$ cat config.mk
export PLATFORM = sky130hd
export DESIGN_NAME = jtok_fifo
export DESIGN_NICKNAME = d
export VERILOG_FILES = /design/src/jtok_fifo.sv
export SDC_FILE = /design/constraint.sdc
export NUM_CORES = 1
export LEC_CHECK = 0
export BUFFER_PORTS_ARGS = -buffer_cell sky130_fd_sc_hd__buf_2
export CORE_MARGIN = 1
export CORE_UTILIZATION = 38
export DETAILED_ROUTE_END_ITERATION = 8
export PLACE_DENSITY = 0.71
export SYNTH_ARGS = -nofsm -noshare
export SYNTH_HDL_FRONTEND = slang
export SYNTH_SLANG_ARGS = --single-unit
$ cat constraint.sdc
create_clock -name clk -period 1.5 [get_ports clk]
set_clock_uncertainty 0.2 [all_clocks]
set_input_delay 0.075 -clock clk [delete_from_list [all_inputs] [get_ports clk]]
set_output_delay 0.075 -clock clk [all_outputs]
set_load 0.02 [all_outputs]
$ cat src/jtok_fifo.sv
// ---------------------------------------------------------------------------
// JSON tokenizer beat queue
// A small first-in first-out queue of register slots with a count.
// ---------------------------------------------------------------------------
module jtok_fifo #(
  parameter int WIDTH = 8,
  parameter int DEPTH = 2
) (
  input  logic             clk,
  input  logic             rst_n,
  input  logic             wr_en,
  input  logic [WIDTH-1:0] wr_data,
  output logic             is_full,
  input  logic             rd_en,
  output logic [WIDTH-1:0] rd_data,
  output logic             has_data
);

  localparam int PTR_W = (DEPTH > 1) ? $clog2(DEPTH) : 1;
  localparam int CNT_W = $clog2(DEPTH + 1);
  localparam logic [CNT_W-1:0] DEPTH_C = CNT_W'(DEPTH);

  logic [WIDTH-1:0] slot_r [DEPTH];
  logic [PTR_W-1:0] wr_ptr_r, wr_ptr_nxt;
  logic [PTR_W-1:0] rd_ptr_r, rd_ptr_nxt;
  logic [CNT_W-1:0] count_r, count_nxt;
  logic             do_wr, do_rd;

  assign is_full  = (count_r == DEPTH_C);
  assign has_data = (count_r != '0);
  assign do_wr    = wr_en && !is_full;
  assign do_rd    = rd_en && has_data;
  assign rd_data  = slot_r[rd_ptr_r];

  // Pointer and count update, wrapping at the depth.
  always_comb begin
    wr_ptr_nxt = wr_ptr_r;
    rd_ptr_nxt = rd_ptr_r;
    count_nxt  = count_r;
    if (do_wr) begin
      wr_ptr_nxt = (32'(wr_ptr_r) == DEPTH - 1) ? '0 : wr_ptr_r + 1'b1;
    end
    if (do_rd) begin
      rd_ptr_nxt = (32'(rd_ptr_r) == DEPTH - 1) ? '0 : rd_ptr_r + 1'b1;
    end
    if (do_wr && !do_rd) begin
      count_nxt = count_r + 1'b1;
    end else if (do_rd && !do_wr) begin
      count_nxt = count_r - 1'b1;
    end
  end

  always_ff @(posedge clk) begin
    if (!rst_n) begin
      wr_ptr_r <= '0;
      rd_ptr_r <= '0;
      count_r  <= '0;
    end else begin
      wr_ptr_r <= wr_ptr_nxt;
      rd_ptr_r <= rd_ptr_nxt;
      count_r  <= count_nxt;
    end
  end

  // Slot storage carries no reset.
  always_ff @(posedge clk) begin
    if (do_wr) begin
      slot_r[wr_ptr_r] <= wr_data;
    end
  end

endmodule

==> results of run 1 <==
stage by stage:
step	cells	worst slack [ns]	hold slack, ns	utilization (%)	total power [mW]
after CTS	121	-0.152	0.0554	63.1	2.00
after global placement	106	-0.122	0.0632	52.0	1.52
after global routing	122	-0.162	0.0798	65.4	2.22
after detailed placement	106	-0.214	0.0690	52.0	1.55
after floorplan	51	-0.127	-0.0261	-	1.27
final	122	-0.105	0.0590	65.4	2.10
routing by layer:
metal	global-route usage, %	up-vias
met2	24.9	16
met5	0	-
li1	-	273
met4	1.67	0
met3	3.77	0
met1	13.3	244
layout make-up:
type / instances / area [µm²] / share of cell area, %
Sequential cell: 21 / 589 / 45.5
Timing Repair Buffer: 41 / 353 / 27.2
Multi-Input combinational cell: 26 / 277 / 21.3
Tap cell: 27 / 33.8 / 2.61
Clock buffer: 3 / 22.5 / 1.74
Inverter: 3 / 16.3 / 1.25
Clock inverter: 1 / 5.00 / 0.386
timing repair:
item / in CTS / in global routing
hold buffers: 10 / 0
pin swaps: 2 / 4
hold endpoints to repair: 21 / 0
resized for setup: 26 / 11
setup endpoints to repair: 18 / 19
buffers inserted: 1 / 1
placed cells by master (no fill, tap or decap):
| cell | count |
|---|---|
| sky130_fd_sc_hd__xor2_1 | 3 |
| sky130_fd_sc_hd__nand2b_4 | 1 |
| sky130_fd_sc_hd__dfxtp_2 | 1 |
| sky130_fd_sc_hd__buf_4 | 8 |
| sky130_fd_sc_hd__edfxtp_1 | 16 |
| sky130_fd_sc_hd__or2_4 | 1 |
| sky130_fd_sc_hd__o21a_1 | 1 |
| sky130_fd_sc_hd__a21oi_2 | 1 |
| sky130_fd_sc_hd__o21ai_0 | 1 |
| sky130_fd_sc_hd__buf_12 | 1 |
| sky130_fd_sc_hd__ha_4 | 1 |
| sky130_fd_sc_hd__mux2_4 | 8 |
| sky130_fd_sc_hd__inv_6 | 1 |
| sky130_fd_sc_hd__dfxtp_1 | 2 |
| sky130_fd_sc_hd__and3_1 | 1 |
| sky130_fd_sc_hd__inv_1 | 2 |
| sky130_fd_sc_hd__o21ai_2 | 1 |
| sky130_fd_sc_hd__dfxtp_4 | 2 |
| sky130_fd_sc_hd__clkinv_2 | 1 |
| sky130_fd_sc_hd__a21boi_0 | 1 |
| sky130_fd_sc_hd__buf_2 | 12 |
| sky130_fd_sc_hd__nor3_2 | 1 |
| sky130_fd_sc_hd__nor2_1 | 3 |
| sky130_fd_sc_hd__nor2_4 | 1 |
| sky130_fd_sc_hd__or3_1 | 1 |
| sky130_fd_sc_hd__buf_6 | 10 |
| sky130_fd_sc_hd__clkbuf_4 | 3 |
| sky130_fd_sc_hd__dlygate4sd3_1 | 10 |
how the worst max path moves through the flow:
stage | from | end
floorplan | count_r[0] | count_r[1]
global placement | count_r[1] | count_r[1]
detailed placement | count_r[1] | count_r[1]
CTS | count_r[0] | count_r[1]
global route | count_r[0] | count_r[1]
finish | count_r[0] | count_r[1]
flip-flops by register name (all words and copies together), names as in the netlist, named ones only:
register / flops
count_r: 2
wr_ptr_r: 1
rd_ptr_r: 1
slot_r: 16
power by group:
group	switching [mW]	total, mW	leakage (nW)	internal (mW)
clock	0.154	0.252	0.0177	0.0989
sequential	0.0981	0.857	0.192	0.759
combinational	0.408	0.991	0.330	0.584
worst max-delay path: cells and delay by family (launching register included):
family | cells | cell delay, ns
xor gates and xnor gates | 1 | 0.15
buffers and inverters | 1 | 0.06
DFF | 1 | 0.35
AOI/OAI and AO/OA | 1 | 0.12
and+or+nand+nor | 3 | 0.51
adders and majority gates | 1 | 0.15
cells by family (layout without fill, tap and decap cells):
family / Yosys count / in the layout / share of synthesized area (%)
xor+xnor: 3 / 3 / 3.26
simple gates: 9 / 9 / 6.21
mux: 8 / 8 / 11.2
flops: 21 / 21 / 72.1
buf+inv: 4 / 48 / 2.02
compound gates: 5 / 5 / 3.73
fa+ha+maj: 1 / 1 / 1.55
==> qor_table.md, run 1 <==
| Parameter | Reported |
| --- | --- |
| Cell Chain, Critical Path | nand2b_4 > inv_6 > nor2_4 > ha_4 > xor2_1 > or3_1 > a21oi_2 |
| Pwr/cell area | 1620 nW/µm² |
| Finished layout cell area | 1300 µm² |
| Worst Hold Path Cells | 5 |
| Pin count of the biggest net entering global routing | 13 |
| Largest stage delay, worst path | 0.35 ns |
| Synthesized area per cell | 15.8 µm² |
| FILL cells | 144 |
| HPWL Detailed | 926 µm |
| Number of violations of the max-capacitance limit | 0 |
| Type of the setup path with the least slack | flop to flop |
| Commonest cells in the netlist | sky130_fd_sc_hd__edfxtp_1 (16), sky130_fd_sc_hd__mux2_2 (8), sky130_fd_sc_hd__dfxtp_1 (5) |
| Status | finished with violations |
| Wire length of the first global-routing pass | 1990 µm |
| Count of flip-flops with a built-in enable after synthesis | 16 |
| Worst setup margin | -0.105 ns |
| Area of the core | 1980 µm² |
| DRC | 0 |
| Setup repair after global routing missed its margin | true |
| # clock sinks | 21 |
| Total track usage | 12.6% |
| Final Cycle Share | 107% |
| Max stage delay cell, worst path | sky130_fd_sc_hd__dfxtp_2 |
| Initial DRC Count | 0 |
| Yosys warning count | 0 |
| Total global routing overflow | 0 |
| Distinct cells, synth | 17 |
| Final setup violation count | 10 |
| Via count of the first global-routing pass | 512 |
| Arrival time at the worst endpoint | 1.63 ns |
| Setup_tns | -0.337 ns |
| Detail-routed net length per standard cell | 11.7 µm |
| DR top layer | met3 |
| Die boundary width | 48.1 µm |
| Top-count cell post-synth | sky130_fd_sc_hd__edfxtp_1 |
| Number of inserted diodes | 0 |
| Synth Register Bits | 21 |
| Post-synthesis sequential area ratio | 72.0% |
| Largest vdd supply drop | 1.05 mV |
| Min cycle time layout | 1.61 ns |
| Ratio of cells with drive above 1 in the final layout | 56.8% |
| Gate count after technology mapping | 51 |
| Metal3 WL | 58 µm |
| Number of buffer cells added on primary ports | 21 |
| Syn nets | 64 |
| Routed Antenna Nets | 0 |
| Initial Utilization | 40.7% |
| Fin. max-slew vios | 0 |
| Commonest register cell after synthesis | sky130_fd_sc_hd__edfxtp_1 |
| Num rows | 16 |
| Leakage power | 0.540 nW |
| Die height | 48.1 µm |
| First drt pass iteration count | 1 |
| Buffer depth of the longest clock path | 2 |
| Number of hold violations in the final report | 0 |
| Antenna violations before repair | 0 |
| Critical Path End Type | flop |
| Final-stage net count | 109 |
| Register-to-register setup slack | -0.11 ns |
| WP data required | 1.53 ns |
| Slew at the pin with the worst max-slew slack | 0.199 ns |
| Mapped Area | 806 µm² |
| H-tree depth | 1 |
| Clock-pin slew on the worst setup and hold paths | 0.11 ns |
| Drt total wl | 1430 µm |
| TritonCTS clock tree | done |
| Maximum clock rate | 623 MHz |
| Die area | 2310 µm² |
| Violated checks | negative setup slack |
| Routed via count | 533 |
| Type of origin of the critical path | flop |
| Largest driver fanout on the critical path | 3 |
| Launch instance of the worst min-delay path | rd_en |
| Origin of the critical flop-to-flop path | count_r[0] |
| Reg2Reg Capture Point | count_r[1] |
| Synth async-reset ratio | 0% |
| Length of routed met2 wiring | 765 µm |
| Syn-to-layout area delta | 60.9% |
| Ports placed on the boundary | 22 |
| Hold/Removal Path Class | input port to flop |
| Total routed wire length on the met1 layer | 609 µm |
| Vias per cell | 4.37 |
| Insertion delay to the later sink of the worst-skew pair | 0.29 ns |
| Number of buffers added by the clock tree synthesis step | 3 |
| Root Driver | sky130_fd_sc_hd__clkbuf_4 |
| Area of placed instances | 1030 µm² |
| Rel. slew slack | 86.6% |
| Worst Reg-to-Reg Cells | 7 |
| Top area cells in the synthesized netlist | sky130_fd_sc_hd__edfxtp_1 (60%), sky130_fd_sc_hd__dfxtp_1 (12%), sky130_fd_sc_hd__mux2_2 (11%) |
| Library cell with the largest summed area after synthesis | sky130_fd_sc_hd__edfxtp_1 |
| Final weighted congestion in routability-driven placement | 0.674 |
| Top-area cell type share of the netlist area | 59.6% |
(Power assumes the default switching activity.)
==> run 2, diff against run 1 <==
--- a/config.mk
+++ b/config.mk
@@ -6,10 +6,10 @@
 export NUM_CORES = 1
 export LEC_CHECK = 0
 export BUFFER_PORTS_ARGS = -buffer_cell sky130_fd_sc_hd__buf_2
+export CORE_ASPECT_RATIO = 1.1
 export CORE_MARGIN = 1
 export CORE_UTILIZATION = 38
 export DETAILED_ROUTE_END_ITERATION = 8
-export PLACE_DENSITY = 0.71
 export SYNTH_ARGS = -nofsm -noshare
 export SYNTH_HDL_FRONTEND = slang
 export SYNTH_SLANG_ARGS = --single-unit
==> qor_table.md, run 2 (synthesis results as in run 1) <==
| Parameter | Reported |
| --- | --- |
| Status | finished with violations |
| Violated checks | negative setup slack |
| Die height | 50.3 µm |
| Gate family responsible for the most delay along the worst path | simple AND/OR/NAND/NOR gates |
| Type of origin of the critical path | flop |
| Rel. slew slack | 86.9% |
| Maximum clock rate | 630 MHz |
| Largest stage delay, worst path | 0.35 ns |
| Initial DRC Count | 13 |
| Syn-to-layout area delta | 63.2% |
| H-tree depth | 1 |
| Antenna violations before repair | 0 |
| Setup repair after global routing missed its margin | true |
| Ports placed on the boundary | 22 |
| Area of the core | 2000 µm² |
| Num rows | 17 |
| Critical Path End Type | flop |
| Number of violations of the max-capacitance limit | 0 |
| Routed via count | 576 |
| Number of hold violations in the final report | 0 |
| Number of buffer cells added on primary ports | 21 |
| Number of buffers added by the clock tree synthesis step | 3 |
| Insertion delay to the later sink of the worst-skew pair | 0.29 ns |
| Vias per cell | 4.57 |
| HPWL Detailed | 1010 µm |
| Crit path buffers/inverters | 1 |
| Largest Register | slot_r |
| Most common library cell in the layout ignoring fill and taps | sky130_fd_sc_hd__edfxtp_1 |
| TritonCTS clock tree | done |
| Max stage delay cell, worst path | sky130_fd_sc_hd__dfxtp_2 |
| Total track usage | 16.2% |
| Worst setup margin | -0.0866 ns |
| Arrival time at the worst endpoint | 1.61 ns |
| Detail-routed net length per standard cell | 11.9 µm |
| Worst-case setup slack after placement | -0.164 ns |
| Launching instance or port of the critical path | count_r[0] |
| Cell Chain, Critical Path | nand2b_4 > inv_6 > nor2_4 > ha_4 > xor2_1 > or3_1 > a21oi_1 |
| Hold/Removal Path Class | input port to flop |
| Final-stage net count | 112 |
| Number of flip-flops in the largest register | 16 |
| Pin count of the biggest net entering global routing | 12 |
| Launch instance of the worst min-delay path | rd_en |
| Drt total wl | 1500 µm |
| Area of placed instances | 1040 µm² |
| First drt pass iteration count | 3 |
| Finished layout cell area | 1320 µm² |
| Final Cycle Share | 106% |
| Largest vdd supply drop | 1.08 mV |
| # clock sinks | 21 |
| Total chip power | 2.15 mW |
| Wire length of the first global-routing pass | 2600 µm |
| Min cycle time layout | 1.59 ns |
| WP data required | 1.53 ns |
| Slew at the pin with the worst max-slew slack | 0.197 ns |
| Routed Antenna Nets | 0 |
| Pwr/cell area | 1630 nW/µm² |
| FILL cells | 163 |
| Registers with the most flip-flops | slot_r (16), count_r (2) |
| Root Driver | sky130_fd_sc_hd__clkbuf_4 |
| Worst hold slack after final layout | 0.0570 ns |
| Total global routing overflow | 0 |
| Area occupied by multi-input gates | 279 µm² |
| Register cell area after layout | 584 µm² |
| Largest driver fanout on the critical path | 3 |
| Via count of the first global-routing pass | 642 |
| Origin of the critical flop-to-flop path | count_r[0] |
| Ratio of cells with drive above 1 in the final layout | 56.1% |
| Leakage power | 0.554 nW |
| Number of inserted diodes | 0 |
| Final weighted congestion in routability-driven placement | 0.639 |
| Die boundary width | 45.9 µm |
| Initial Utilization | 40.3% |
| Type of the setup path with the least slack | flop to flop |
| Die area | 2310 µm² |
| Buffer depth of the longest clock path | 2 |
| Fin. max-slew vios | 0 |
| Final setup violation count | 11 |
| Register-to-register setup slack | -0.09 ns |
| Clock-pin slew on the worst setup and hold paths | 0.10 ns |
| Setup_tns | -0.439 ns |
| Commonest cells after routing, fill and taps aside | sky130_fd_sc_hd__edfxtp_1 (16), sky130_fd_sc_hd__buf_6 (13), sky130_fd_sc_hd__buf_2 (12) |
| DRC | 0 |
run 2: worst paths after layout:
check,end,depth (start not counted)
hold reg to reg,flop,2
setup reg to reg,count_r[1],7
hold / removal,flop,5
setup / recovery,count_r[1],7
run 2: area by class of cell:
class,count,area share (%)
clock buffer,4,2.00
multi-input combinational,26,21.2
tap,28,2.66
timing repair buffer,44,28.4
inverter,3,1.24
sequential,21,44.4
run 2: metrics by stage:
step	utilization, %	cells
2_1_floorplan	-	51
3_3_place_gp	52.1	110
3_5_place_dp	52.1	110
4_1_cts	65.3	127
5_1_grt	65.8	126
6_report	65.8	126
run 2: power by group:
part	switching (mW)	total, mW	internal [mW]
combinational	0.452	1.08	0.625
clock	0.150	0.254	0.103
sequential	0.0661	0.816	0.750
total	0.669	2.15	1.48
run 2: tightest hold or removal path, cell delays in order:
cell                      delay, ns
sky130_fd_sc_hd__buf_2         0.10
sky130_fd_sc_hd__o21ai_2       0.08
sky130_fd_sc_hd__buf_4         0.12
sky130_fd_sc_hd__xor2_1        0.06
sky130_fd_sc_hd__nor2_1        0.07
run 2: what timing repair did:
| action | in CTS | in global routing |
|---|---|---|
| endpoints found under the hold margin | 21 | 0 |
| setup buffers | 3 | 0 |
| gates resized for setup | 34 | 4 |
| hold buffers | 10 | 0 |
| cloned | 0 | 0 |
| setup endpoints to repair | 11 | 21 |
| pin swaps | 4 | 4 |
run 2: per-layer routing:
metal,share of wire (%),up-vias,routed length [µm],track usage (%)
met5,0,-,0,0
met3,2.7,5,40,3.24
met2,58,14,870,29.8
met1,37,278,561,16.7
met4,1.9,0,29,7.35
li1,-,279,-,-
