`src/jtok_pkg.sv`:
```
// ---------------------------------------------------------------------------
// JSON tokenizer package
// Shared types and constants of the JSON tokenizer: action codes, byte
// classes, the queue beat between front and back, table entries and results.
// ---------------------------------------------------------------------------
package jtok_pkg;

  // Field widths of the result beat and of one table entry.
  localparam int KIND_W  = 3;
  localparam int POSF_W  = 24;
  localparam int CHILD_W = 10;
  localparam int PAR_W   = 11;
  localparam int TOTAL_W = 11;
  localparam int TIDX_W  = 10;

  // Child counts stop here instead of wrapping.
  localparam logic [CHILD_W-1:0] CHILD_MAX = 10'd1023;

  // Token kinds.
  localparam logic [KIND_W-1:0] KIND_NONE   = 3'd0;
  localparam logic [KIND_W-1:0] KIND_OBJECT = 3'd1;
  localparam logic [KIND_W-1:0] KIND_ARRAY  = 3'd2;
  localparam logic [KIND_W-1:0] KIND_STRING = 3'd3;
  localparam logic [KIND_W-1:0] KIND_PRIM   = 3'd4;

  // Actions carried by an input beat.
  typedef enum logic [1:0] {
    ACT_START  = 2'd0,
    ACT_FEED   = 2'd1,
    ACT_FINISH = 2'd2,
    ACT_READ   = 2'd3
  } act_t;

  // Byte classes as the lexer sees them.
  typedef enum logic [3:0] {
    CLS_OPEN_OBJ  = 4'd0,
    CLS_OPEN_ARR  = 4'd1,
    CLS_CLOSE_OBJ = 4'd2,
    CLS_CLOSE_ARR = 4'd3,
    CLS_QUOTE     = 4'd4,
    CLS_BSLASH    = 4'd5,
    CLS_SPACE     = 4'd6,
    CLS_COLON     = 4'd7,
    CLS_COMMA     = 4'd8,
    CLS_BAD       = 4'd9,
    CLS_PLAIN     = 4'd10
  } cls_t;

  // One classified beat waiting for the back end.
  typedef struct packed {
    act_t              action;
    cls_t              cls;
    logic [TIDX_W-1:0] token_index;
  } item_t;

  // One token table entry.
  typedef struct packed {
    logic [KIND_W-1:0]         kind;
    logic signed [POSF_W-1:0]  start_pos;
    logic signed [POSF_W-1:0]  end_pos;
    logic [CHILD_W-1:0]        child_count;
    logic signed [PAR_W-1:0]   parent_index;
  } tok_entry_t;

  // One result beat.
  typedef struct packed {
    logic                      status;
    logic [TOTAL_W-1:0]        token_total;
    logic [KIND_W-1:0]         kind;
    logic signed [POSF_W-1:0]  start_pos;
    logic signed [POSF_W-1:0]  end_pos;
    logic [CHILD_W-1:0]        child_count;
    logic signed [PAR_W-1:0]   parent_index;
  } result_t;

endpackage

```
`src/jtok_fifo.sv`:
```
// ---------------------------------------------------------------------------
// JSON tokenizer beat queue
// A small first-in first-out queue of register slots with a count.
// ---------------------------------------------------------------------------
module jtok_fifo #(
  parameter int WIDTH = 8,
  parameter int DEPTH = 2
) (
  input  logic             clk,
  input  logic             rst_n,
  input  logic             wr_en,
  input  logic [WIDTH-1:0] wr_data,
  output logic             is_full,
  input  logic             rd_en,
  output logic [WIDTH-1:0] rd_data,
  output logic             has_data
);

  localparam int PTR_W = (DEPTH > 1) ? $clog2(DEPTH) : 1;
  localparam int CNT_W = $clog2(DEPTH + 1);
  localparam logic [CNT_W-1:0] DEPTH_C = CNT_W'(DEPTH);

  logic [WIDTH-1:0] slot_r [DEPTH];
  logic [PTR_W-1:0] wr_ptr_r, wr_ptr_nxt;
  logic [PTR_W-1:0] rd_ptr_r, rd_ptr_nxt;
  logic [CNT_W-1:0] count_r, count_nxt;
  logic             do_wr, do_rd;

  assign is_full  = (count_r == DEPTH_C);
  assign has_data = (count_r != '0);
  assign do_wr    = wr_en && !is_full;
  assign do_rd    = rd_en && has_data;
  assign rd_data  = slot_r[rd_ptr_r];

  // Pointer and count update, wrapping at the depth.
  always_comb begin
    wr_ptr_nxt = wr_ptr_r;
    rd_ptr_nxt = rd_ptr_r;
    count_nxt  = count_r;
    if (do_wr) begin
      wr_ptr_nxt = (32'(wr_ptr_r) == DEPTH - 1) ? '0 : wr_ptr_r + 1'b1;
    end
    if (do_rd) begin
      rd_ptr_nxt = (32'(rd_ptr_r) == DEPTH - 1) ? '0 : rd_ptr_r + 1'b1;
    end
    if (do_wr && !do_rd) begin
      count_nxt = count_r + 1'b1;
    end else if (do_rd && !do_wr) begin
      count_nxt = count_r - 1'b1;
    end
  end

  always_ff @(posedge clk) begin
    if (!rst_n) begin
      wr_ptr_r <= '0;
      rd_ptr_r <= '0;
      count_r  <= '0;
    end else begin
      wr_ptr_r <= wr_ptr_nxt;
      rd_ptr_r <= rd_ptr_nxt;
      count_r  <= count_nxt;
    end
  end

  // Slot storage carries no reset.
  always_ff @(posedge clk) begin
    if (do_wr) begin
      slot_r[wr_ptr_r] <= wr_data;
    end
  end

endmodule

```
`src/jtok_front.sv`:
```
// ---------------------------------------------------------------------------
// JSON tokenizer front end
// Accepts input beats, classifies the document byte and queues the result.
// ---------------------------------------------------------------------------
module jtok_front import jtok_pkg::*; (
  input  logic              clk,
  input  logic              rst_n,
  input  logic              push,
  output logic              full,
  input  logic [1:0]        in_action,
  input  logic [7:0]        in_data_byte,
  input  logic [TIDX_W-1:0] in_token_index,
  output item_t             q_item,
  output logic              q_valid,
  input  logic              q_pop
);

  // Maps one byte to the class the lexer acts on.
  function automatic cls_t classify(input logic [7:0] c);
    cls_t k;
    case (c)
      8'h7B:   k = CLS_OPEN_OBJ;
      8'h5B:   k = CLS_OPEN_ARR;
      8'h7D:   k = CLS_CLOSE_OBJ;
      8'h5D:   k = CLS_CLOSE_ARR;
      8'h22:   k = CLS_QUOTE;
      8'h5C:   k = CLS_BSLASH;
      8'h09, 8'h0A, 8'h0D, 8'h20: k = CLS_SPACE;
      8'h3A:   k = CLS_COLON;
      8'h2C:   k = CLS_COMMA;
      default: k = ((c < 8'd32) || (c > 8'd126)) ? CLS_BAD : CLS_PLAIN;
    endcase
    return k;
  endfunction

  item_t                 push_item;
  logic [$bits(item_t)-1:0] head_bits;

  // Build the classified beat.
  always_comb begin
    push_item.action      = act_t'(in_action);
    push_item.cls         = classify(in_data_byte);
    push_item.token_index = in_token_index;
  end

  jtok_fifo #(
    .WIDTH($bits(item_t)),
    .DEPTH(2)
  ) u_inq (
    .clk     (clk),
    .rst_n   (rst_n),
    .wr_en   (push),
    .wr_data (push_item),
    .is_full (full),
    .rd_en   (q_pop),
    .rd_data (head_bits),
    .has_data(q_valid)
  );

  assign q_item = item_t'(head_bits);

endmodule

```
`config.mk`:
```
export PLATFORM = sky130hd
export DESIGN_NAME = jtok_front
export DESIGN_NICKNAME = d
export VERILOG_FILES = /design/src/jtok_pkg.sv /design/src/jtok_fifo.sv /design/src/jtok_front.sv
export SDC_FILE = /design/constraint.sdc
export NUM_CORES = 1
export LEC_CHECK = 0
export ABC_AREA = 1
export BUFFER_PORTS_ARGS = -buffer_cell sky130_fd_sc_hd__clkbuf_2
export CORE_MARGIN = 2
export CORE_UTILIZATION = 48
export CTS_CLUSTER_SIZE = 16
export DETAILED_ROUTE_END_ITERATION = 10
export GPL_ROUTABILITY_DRIVEN = 0
export GPL_TIMING_DRIVEN = 0
export MAX_ROUTING_LAYER = met4
export PLACE_DENSITY = 0.82
export SLEW_MARGIN = 40
export SYNTH_ARGS = -nofsm -noshare
export SYNTH_HDL_FRONTEND = slang
export SYNTH_HIERARCHICAL = 1
export SYNTH_SLANG_ARGS = --single-unit
```
`constraint.sdc`:
```
create_clock -name clk -period 1.7 [get_ports clk]
set_input_delay 0.085 -clock clk [delete_from_list [all_inputs] [get_ports clk]]
set_output_delay 0.085 -clock clk [all_outputs]
set_load 0.02 [all_outputs]
```
==> results by group, run 1 <==
Outcome
  – Status: finished clean

Clock tree
  – Sink Count: 37
  – Worst-path clk slew: 0.06 ns
  – Num CTS Buffers: 5
  – CTS tree: done
  – Root buf cell: clkbuf_8
  – Worst-Skew Late Latency: about 0.28 ns
  – Maximum buffer depth of the clock tree: 2
  – H-tree lvl count: 2

Logic synthesis
  – Syn nets: 184
  – Mapped Cells: 159
  – Mapped cell area: between 1500 and 2000 um2
  – Post-synthesis sequential area ratio: 58.1%
  – FF+latch count, synth: 37
  – Syn Area/Cell: about 11 um2
  – Synth warnings: 6
  – Library cells used by synthesis: 23

Drt
  – DRT Pass-1 Iters: 4
  – Residual DRC: 0
  – Vias/cell: 4.60
  – Routed vias: 1228
  – Starting DRT DRC Count: slightly above 40
  – Drt total wl: roughly 2.9 mm
  – Post-route ant nets: 0
  – Post-DR wirelength/cell: approximately 11 um

Finish
  – Filler cells: roughly 290
  – ANT cells: 0
  – Most frequent cells in the layout: clkbuf_2 (41), edfxtp_1 (32), nand2_1 (24)
  – Register area: 1060 um2
  – Nets: approximately 240
  – Area grow syn2layout: 26.8%
  – Area of the multi-input gates: around 680 um2
  – Share of cells above drive strength 1: a little under half
  – Commonest non-fill, non-tap cell in the layout: clkbuf_2
  – Finished Layout Cells: between 200 and 300

Timing
  – Slew margin rel.: about 68%
  – Fin. Hold Viols: 0
  – Achievable frequency: 662 MHz
  – RSZ-0062 raised after global routing: false
  – WHS: between 0.009 and 0.01 ns
  – Slew Limit Fails: 0
  – Post-route minimum period: approximately 1.5 ns
  – Clk_skew: about 0.0038 ns
  – Fin crit share: 88.9%
  – Worst Tran Pin Value: approximately 0.48 ns
  – Post-Route Setup TNS: 0 ns
  – Final Setup Violations: 0

Global routing
  – First-pass GRT wire length: ~4.4 mm
  – Grt ovf: 0
  – Initial antenna violation count: 0
  – Pin count of the biggest net entering global routing: 17
  – Gr usage total: 14.4%
  – Vias in the first global route: 1078

Power
  – Sequential Power Share: ~45%
  – Combinational power share: 34.2%
  – NetSw: between 800 and 900 uW
  – Pwr/cell area: between 1000 and 1500 nW/um2
  – Clock power share: between 20% and 30%
  – Sw frac: about a third
  – Internal power: 1.87 mW
  – Leak: between 1 and 1.5 nW
  – Peak VDD IR: 390 uV

Floorplanning
  – Die W: approximately 66 um
  – Die area: around 4300 um2
  – Die Y: around 66 um
  – Row count: 22
  – Initial Util: 49.9%
  – Placeable Area: roughly 3700 um2
  – I/O pins: 42

Setup path
  – Crit-path max cell delay: 0.36 ns
  – Data arrival, critical path: ~1.7 ns
  – CP Launch Type: flop
  – WP data required: 1.91 ns
  – Setup CP Type: flop to flop
  – CP max FO: 4
  – Reg-to-reg endpoint: u_inq/count_r[1]
  – Worst R2R Start: u_inq/count_r[1]
  – Slowest CP cell: dfxtp_1
  – Cell depth of the worst flop-to-flop path: 9
  – Worst path cell trace: inv_1, o21ai_4, inv_1, ha_1, inv_1, nand3_1, nand2_1, inv_1, nor2_1
  – Setup crit end kind: flop
  – CP most frequent cell: inv_1
  – Setup slack on the worst flop-to-flop path: 0.19 ns

Flow run
  – Max-cap violation count: 0

Place
  – IO buf count: 41
  – Placed Cells: roughly 250
  – Dpl hpwl: 2.13 mm

Min path
  – Min-delay src: in_action[0]
  – Hold EP: u_inq/slot_r[0][14]
  – WHS Path Cells: 1
  – Min-Delay Path Class: primary input to flop
## cell usage after synthesis
library cell	number	share of area [%]
a21oi_1	1	0.27
buf_12	1	1.1
buf_6	1	0.62
dfxtp_1	5	5.5
edfxtp_1	32	53
ha_1	1	0.69
inv_1	13	2.7
inv_2	8	1.6
mux2_2	6	3.7
mux2_4	10	8.2
nand2_1	24	4.9
nand2_2	11	3.8
nand2_4	1	0.62
nand3_1	4	1.1
nand3_2	1	0.55
nand4_1	4	1.4
nor2_1	18	3.7
nor2_2	7	2.4
nor2_4	3	1.9
nor3_1	1	0.27
o21a_1	2	0.82
o21ai_0	4	1.1
o21ai_2	1	0.48
## critical path: cells and delay by family, from the launching register on
family,cells,cell delay (ns)
simple gates,3,0.23
compound gates,1,0.23
flops,1,0.36
fa+ha+maj,1,0.31
buf+inv,4,0.31
## cells by family (layout without fill, tap and decap cells)
kind of cell               count (synthesis)  in the layout  share of synthesized area (%)
and+or+nand+nor                           74             74                           20.6
DFF                                       37             37                           58.1
buffers and inverters                     23             83                           6.03
muxes                                     16             16                           11.9
AOI/OAI and AO/OA                          8              8                           2.67
adders and majority gates                  1              1                          0.685
## metrics by stage
stage	utilization, %	power [mW]	instance area (um2)	setup WS, ns
after floorplan	-	1.89	1830	0.119
after global placement	57.1	2.11	2090	-0.258
after detailed placement	57.2	2.13	2100	0.110
after CTS	62.2	2.74	2280	0.0980
after global routing	63.2	2.90	2310	0.0329
final	63.2	2.73	2310	0.189
## metal layers
layer  up-vias  track usage (%)  share of wire, %
met1       539             14.7                42
li1        648                -                 -
met2        37             25.5                51
met3         4             4.11               5.7
met4         0             6.25               1.5
met5         -                -                 0
## power groups by stage
stage	registers [mW]	logic, mW	clock network [mW]
3_5_place_dp	1.23	0.903	0
3_3_place_gp	1.22	0.884	0
6_report	1.21	0.932	0.582
2_1_floorplan	1.21	0.674	0
4_1_cts	1.21	0.921	0.604
5_1_grt	1.23	1.02	0.651
## layout make-up
| type | count | share of cell area [%] |
|---|---|---|
| timing repair buffer | 52 | 13.6 |
| sequential | 37 | 45.8 |
| inverter | 21 | 3.41 |
| clock buffer | 6 | 3.57 |
| buffer | 2 | 1.35 |
| clock inverter | 2 | 0.378 |
| multi-input combinational | 99 | 29.2 |
| tap | 48 | 2.59 |
## how the worst max path moves through the flow
| stage | startpoint | end | depth (start not counted) |
|---|---|---|---|
| after global placement | u_inq/count_r[0] | u_inq/slot_r[1][7] | 2 |
| after CTS | u_inq/count_r[0] | u_inq/slot_r[1][12] | 2 |
| after floorplan | u_inq/count_r[0] | u_inq/slot_r[1][0] | 2 |
| final | u_inq/count_r[1] | u_inq/count_r[1] | 9 |
| after detailed placement | u_inq/count_r[0] | u_inq/slot_r[1][7] | 2 |
| after global routing | u_inq/count_r[1] | u_inq/count_r[1] | 9 |
## registers in the layout, summed over array words and instances (netlist names), named ones only
signal	cells
u_inq/count_r	2
u_inq/rd_ptr_r	1
u_inq/slot_r	32
u_inq/wr_ptr_r	1
## repair_timing
| action | CTS | global route |
|---|---|---|
| resized for setup | 0 | 1 |
| endpoints found under the hold margin | 18 | 4 |
| setup buffers | 0 | 0 |
| setup endpoints to repair | 0 | 1 |
| hold buffers | 9 | 2 |
(Power assumes the default switching activity.)
==> inputs of run 2 (changes only) <==
Clock period 1.7 ns to 1.35 ns, I/O delays scaled along.
==> results by group, run 2 (synthesized netlist as in run 1, its figures left out) <==
Global routing
  – First-pass GRT wire length: 4.77 mm (+7.4%)
  – Vias in the first global route: 1144 (+6.1%)
  – Grt ovf: 0 (unchanged)
  – Gr usage total: 15.5% (+1.1 points)
  – Pin count of the biggest net entering global routing: 17 (unchanged)
  – Initial antenna violation count: 0 (unchanged)

Flow run
  – Max-cap violation count: 0 (unchanged)

Setup path
  – Setup crit end kind: output pin
  – Setup CP Type: flop to output pin
  – CP endpoint: q_item[14]
  – CP max FO: 8 (+4)
  – Setup slack on the worst flop-to-flop path: 0.09 ns (-0.10 ns)
  – Crit-path max cell delay: 0.33 ns (-0.03 ns)
  – CP Launch Type: flop
  – Worst R2R Start: u_inq/count_r[1]
  – Crit path buf inv count: 3 (-1)
  – Worst path cell trace: buf_8, clkbuf_16, mux2_4, buf_6
  – Cell depth of the worst flop-to-flop path: 9 (unchanged)
  – Slowest CP cell: dfxtp_2
  – Reg-to-reg endpoint: u_inq/count_r[1]
  – Crit path max-delay family: buffers and inverters
  – WP data required: 1.28 ns (-0.63 ns)
  – Data arrival, critical path: 1.32 ns (-0.40 ns)
  – WP depth: 4 (-5)

Drt
  – Starting DRT DRC Count: 80 (+95%)
  – Post-DR wirelength/cell: 11.8 um (+9.3%)
  – Routed vias: 1286 (+4.7%)
  – DRT Pass-1 Iters: 4 (unchanged)
  – Drt total wl: 3.26 mm (+13%)
  – Vias/cell: 4.68 (+1.7%)
  – Residual DRC: 0 (unchanged)
  – Post-route ant nets: 0 (unchanged)

Power
  – Pwr/cell area: 1520 nW/um2 (+29%)
  – Peak VDD IR: 553 uV (+42%)
  – Leak: 1.08 nW (+7.3%)

Finish
  – Area grow syn2layout: 37.7%
  – Share of cells above drive strength 1: 50.7% (+5.0 points)
  – Commonest non-fill, non-tap cell in the layout: edfxtp_1
  – Register area: 1070 um2 (+0.83%)
  – Most frequent cells in the layout: edfxtp_1 (32), clkbuf_2 (31), nand2_1 (24)
  – Final Core Density: 68.7% (+5.4 points)
  – Area of the multi-input gates: 689 um2 (+1.8%)
  – Largest Register: u_inq/slot_r
  – ANT cells: 0 (unchanged)
  – Nets: 251 (+3.3%)
  – Finished Layout Cells: 275 (+3.0%)
  – Filler cells: 260 (-10%)
  – Largest regs: u_inq/slot_r (32), u_inq/count_r (2)
  – Number of flip-flops in the largest register: 32 (unchanged)

Floorplanning
  – Die area: 4310 um2 (unchanged)
  – Initial Util: 49.9% (unchanged)
  – Die W: 65.7 um (unchanged)
  – I/O pins: 42 (unchanged)
  – Row count: 22 (unchanged)
  – Die Y: 65.7 um (unchanged)
  – Placeable Area: 3660 um2 (unchanged)

Clock tree
  – Sink Count: 37 (unchanged)
  – Maximum buffer depth of the clock tree: 2 (unchanged)
  – Root buf cell: clkbuf_8
  – Worst-path clk slew: 0.06 ns (about the same)
  – Num CTS Buffers: 5 (unchanged)
  – Worst-Skew Late Latency: 0.28 ns (about the same)
  – CTS tree: done
  – H-tree lvl count: 2 (unchanged)

Place
  – Dpl hpwl: 2.13 mm (unchanged)
  – Post-place setup slack: -0.240 ns (-0.350 ns)
  – IO buf count: 41 (unchanged)
  – Placed Cells: 248 (unchanged)

Timing
  – Final Setup Violations: 10 (+10)
  – Clk_skew: 0.00330 ns (-0.000491 ns)
  – RSZ-0062 raised after global routing: true
  – Fin. Hold Viols: 0 (unchanged)
  – Achievable frequency: around 700 MHz
  – Fin crit share: 103%
  – Slew Limit Fails: 0 (unchanged)
  – Worst Tran Pin Value: 0.202 ns (-0.276 ns)
  – Slew margin rel.: 86.5% (+18 points)
  – Post-route minimum period: around 1.4 ns
  – Setup ws final: -0.0407 ns (-0.230 ns)
  – WHS: 0.0322 ns (+0.0226 ns)

Min path
  – Min-Delay Path Class: primary input to flop

Outcome
  – Status: finished, violations left
  – Failing checks: negative setup slack
run 2: worst min path at each step:
stage                 startpoint                 end  slack [ns]  depth (start not counted)
2_1_floorplan  in_token_index[0]  u_inq/slot_r[0][0]        0.17                          0
3_3_place_gp   in_token_index[9]  u_inq/slot_r[1][9]        0.26                          1
3_5_place_dp   in_token_index[1]  u_inq/slot_r[1][1]        0.26                          1
4_1_cts                    rst_n    u_inq/count_r[1]        0.04                          3
5_1_grt                    rst_n    u_inq/count_r[1]        0.06                          3
6_report                   rst_n    u_inq/count_r[1]        0.03                          3
run 2: report_power, final:
| group | internal, mW | switching [mW] | total, mW | leakage, nW |
|---|---|---|---|---|
| clock | 0.403 | 0.335 | 0.739 | 0.0486 |
| sequential | 1.47 | 0.0897 | 1.56 | 0.338 |
| combinational | 0.769 | 0.757 | 1.53 | 0.690 |
| total | 2.64 | 1.18 | 3.82 | 1.08 |
run 2: what timing repair did:
action / CTS / global route
cloned: 0 / 1
hold buffers: 12 / 0
gates resized for setup: 9 / 38
endpoints found under the hold margin: 24 / 0
endpoints found under the setup margin: 44 / 43
buffers inserted: 1 / 5
pin swaps: 1 / 7
run 2: cell type report:
type / count / area share, %
Multi-Input combinational cell: 99 / 27.4
Buffer: 2 / 1.39
Clock inverter: 2 / 0.348
Timing Repair Buffer: 60 / 19.4
Tap cell: 48 / 2.39
Clock buffer: 6 / 3.29
Sequential cell: 37 / 42.6
Inverter: 21 / 3.24
run 2: metal layers:
| metal | up-vias | global-route usage, % | routed length [um] |
|---|---|---|---|
| li1 | 668 | - | - |
| met1 | 569 | 15.2 | 1230 |
| met2 | 43 | 27.8 | 1770 |
| met3 | 6 | 4.11 | 192 |
| met4 | 0 | 7.81 | 64 |
| met5 | - | - | 0 |
run 2: tightest hold or removal path, cell delays in order:
cell and delay [ns]:
clkbuf_2 0.11, nand2_1 0.06, nor2_1 0.04
run 2: stage by stage:
step / TNS (ns) / total power, mW / cell area (um2)
6_report: -0.250 / 3.82 / 2510
5_1_grt: -0.558 / 4.03 / 2510
4_1_cts: -1.36 / 3.54 / 2350
3_5_place_dp: -7.45 / 2.69 / 2100
3_3_place_gp: -19.45 / 2.65 / 2090
2_1_floorplan: -7.38 / 2.38 / 1830
==> inputs of run 3 (changes only) <==
Settings changed: ABC_AREA 1 to not set, CORE_UTILIZATION 48 to 47, PLACE_DENSITY 0.82 to 0.81.
==> results by group, run 3 <==
Outcome
  – Status: finished, violations left
  – Failing checks: negative setup slack

Clock tree
  – Maximum buffer depth of the clock tree: 2 (unchanged)
  – Worst-path clk slew: 0.11 ns (+0.05 ns)
  – H-tree lvl count: 2 (unchanged)
  – CTS tree: done
  – Sink Count: 37 (unchanged)
  – Num CTS Buffers: 5 (unchanged)
  – Root buf cell: clkbuf_4
  – Worst-Skew Late Latency: 0.35 ns (+0.07 ns)

Logic synthesis
  – Mapped cell area: 1710 um2 (-6.3%)
  – Post-synthesis mux area share: 11.1% (-0.81 points)
  – Synth Area in Compound Gates: 8.12% (+5.4 points)
  – Simple-gate share of the synthesized area: 11.9% (-8.6 points)
  – Synth warnings: 6 (unchanged)
  – Most frequent cells after synthesis: edfxtp_1 (32), mux2_2 (16), nor2_1 (9)
  – Leading area contributor after synthesis: edfxtp_1
  – Largest cells by area after synthesis: edfxtp_1 (56%), mux2_2 (11%), dfxtp_1 (5.9%)
  – Library cells used by synthesis: 40 (+74%)
  – Largest family of logic cells by synthesized area: simple AND/OR/NAND/NOR gates
  – Yosys top cell area share: 56.2% (+3.5 points)
  – Mapped Cells: 125 (-21%)
  – Post-synth ARST share: 0% (unchanged)
  – FF+latch count, synth: 37 (unchanged)
  – XOR/XNOR Fraction of Synth Area: 2.05% (+2.0 points)
  – Post-synth EDFFs: 32 (unchanged)
  – Syn nets: 150 (-18%)
  – Ys flop type: edfxtp_1
  – Post-synthesis sequential area ratio: 62.0% (+3.9 points)
  – Count leader, synth: edfxtp_1
  – Syn Area/Cell: 13.7 um2 (+19%)
  – Adder-cell share of the synthesized area: 0.732% (+0.046 points)

Drt
  – Residual DRC: 0 (unchanged)
  – Routed length on met3: 186 um (-3.1%)
  – M1 wire length: 1.32 mm (+7.2%)
  – Vias/cell: 5.14 (+9.8%)
  – Starting DRT DRC Count: 46 (-43%)
  – Top Layer Used: met4
  – Drt total wl: 3.54 mm (+8.7%)
  – Routed vias: 1207 (-6.1%)
  – Post-DR wirelength/cell: 15.1 um (+27%)
  – DRT Pass-1 Iters: 4 (unchanged)
  – DR WL met2: 1.97 mm (+11%)
  – Post-route ant nets: 0 (unchanged)

Timing
  – Setup ws final: -0.0680 ns (-0.0273 ns)
  – WHS: 0.0994 ns (+0.0672 ns)
  – Fin. Hold Viols: 0 (unchanged)
  – Slew Limit Fails: 0 (unchanged)
  – Worst Tran Pin Value: 0.495 ns (+0.293 ns)
  – Slew margin rel.: 66.6% (-20 points)
  – RSZ-0062 raised after global routing: true
  – Fin crit share: 105% (+2.0 points)
  – Clk_skew: 0.0130 ns (+0.00968 ns)
  – Post-route minimum period: 1.42 ns (+0.0273 ns)
  – Post-Route Setup TNS: -1.06 ns (-0.808 ns)
  – Final Setup Violations: 33 (+23)
  – Achievable frequency: 705 MHz (-1.9%)

Setup path
  – Slowest CP cell: dfxtp_4
  – Data arrival, critical path: 1.70 ns (+0.38 ns)
  – CP Launch Type: flop
  – Setup crit end kind: flop
  – Worst path cell trace: nand2b_4, clkinv_4, nor2_4, ha_4, xor2_1, or3_1, a21boi_1
  – Setup CP Type: flop to flop
  – Crit-path max cell delay: 0.38 ns (+0.05 ns)
  – WP data required: 1.63 ns (+0.35 ns)
  – CP max FO: 4 (-4)

Finish
  – Filler cells: 221 (-15%)
  – Most frequent cells in the layout: edfxtp_1 (32), clkbuf_2 (20), buf_6 (18)
  – Commonest non-fill, non-tap cell in the layout: edfxtp_1
  – Area grow syn2layout: 43.7%
  – Largest Register: u_inq/slot_r
  – Nets: 213 (-15%)
  – ANT cells: 0 (unchanged)
  – Share of cells above drive strength 1: 47.1% (-3.6 points)
  – Largest regs: u_inq/slot_r (32), u_inq/count_r (2)
  – Number of flip-flops in the largest register: 32 (unchanged)

Power
  – Pwr/cell area: 1610 nW/um2 (+6.0%)
  – Leak: 0.986 nW (-8.4%)
  – Peak VDD IR: 933 uV (+69%)

Floorplanning
  – I/O pins: 42 (unchanged)
  – Die area: 4140 um2 (-4.1%)
  – Initial Util: 50.1% (+0.21 points)
  – Die W: 64.3 um (-2.0%)
  – Die Y: 64.3 um (-2.0%)
  – Row count: 21 (-4.5%)
  – Placeable Area: 3420 um2 (-6.7%)

Global routing
  – Grt ovf: 0 (unchanged)
  – First-pass GRT wire length: 5.29 mm (+11%)
  – Vias in the first global route: 1157 (+1.1%)
  – Initial antenna violation count: 0 (unchanged)
  – Pin count of the biggest net entering global routing: 17 (unchanged)
  – Gr usage total: 18.0% (+2.6 points)

Min path
  – Min-Delay Path Class: primary input to flop

Place
  – IO buf count: 36 (-12%)
  – Dpl hpwl: 2.03 mm (-4.3%)

Flow run
  – Max-cap violation count: 0 (unchanged)
[run 3: worst max-delay path: cells and delay by family, from the launching register on]
| kind | cells | cell delay (ns) |
|---|---|---|
| DFF | 1 | 0.38 |
| adders and majority gates | 1 | 0.15 |
| xor gates and xnor gates | 1 | 0.15 |
| buffers and inverters | 1 | 0.05 |
| AOI/OAI and AO/OA | 1 | 0.13 |
| and+or+nand+nor | 3 | 0.50 |
[run 3: logic make-up (layout without fill, tap and decap cells)]
group / count (synthesis) / in the layout
mux: 17 / 17
simple gates: 37 / 37
flops: 37 / 37
fa+ha+maj: 1 / 1
xor+xnor: 4 / 4
buf+inv: 10 / 74
compound gates: 19 / 19
[run 3: timing repair]
action,CTS,global route
endpoints found under the setup margin,50,33
pin swaps,3,3
hold buffers,13,0
buffers inserted,8,1
gates resized for setup,15,66
cloned,1,0
endpoints found under the hold margin,29,0
[run 3: final cells by class]
type	count	area [um2]	area share [%]
Sequential cell	37	1070	43.5
Multi-Input combinational cell	78	683	27.8
Timing Repair Buffer	58	518	21.1
Tap cell	46	57.6	2.34
Buffer	5	52.6	2.14
Clock buffer	6	51.3	2.09
Inverter	3	16.3	0.662
Clock inverter	2	8.76	0.356
[run 3: routing by layer]
layer  global-route usage (%)  vias up
met5                        -        -
li1                         -      595
met2                     31.8       39
met4                     7.98        0
met3                     5.99        6
met1                     18.2      567
[run 3: per-stage QoR]
stage                     area, um2  util [%]  total power [mW]  instances  worst slack [ns]
after floorplan                1740         -              2.40        125           -0.0833
after global placement         1980      58.0              2.68        207            -0.212
after detailed placement       1980      58.0              2.73        207            -0.247
after CTS                      2340      68.5              3.70        237            -0.207
after global routing           2460      71.9              4.14        235            -0.106
final                          2460      71.9              3.96        235           -0.0680
[run 3: where the power goes]
group	switching, mW	leakage [nW]	internal, mW
Sequential	0.105	0.338	1.46
Combinational	0.798	0.612	0.995
Clock	0.359	0.0357	0.245
Total	1.26	0.986	2.70
[run 3: path summary, 6_finish.rpt]
path                    startpoint                to  slack (ns)  depth (start not counted)
setup / recovery  u_inq/count_r[0]  u_inq/count_r[1]       -0.07                          7
hold / removal                push    u_inq/wr_ptr_r         0.1                          3
setup reg to reg  u_inq/count_r[0]  u_inq/count_r[1]       -0.07                          7
hold reg to reg   u_inq/count_r[1]  u_inq/count_r[1]        0.59                          2
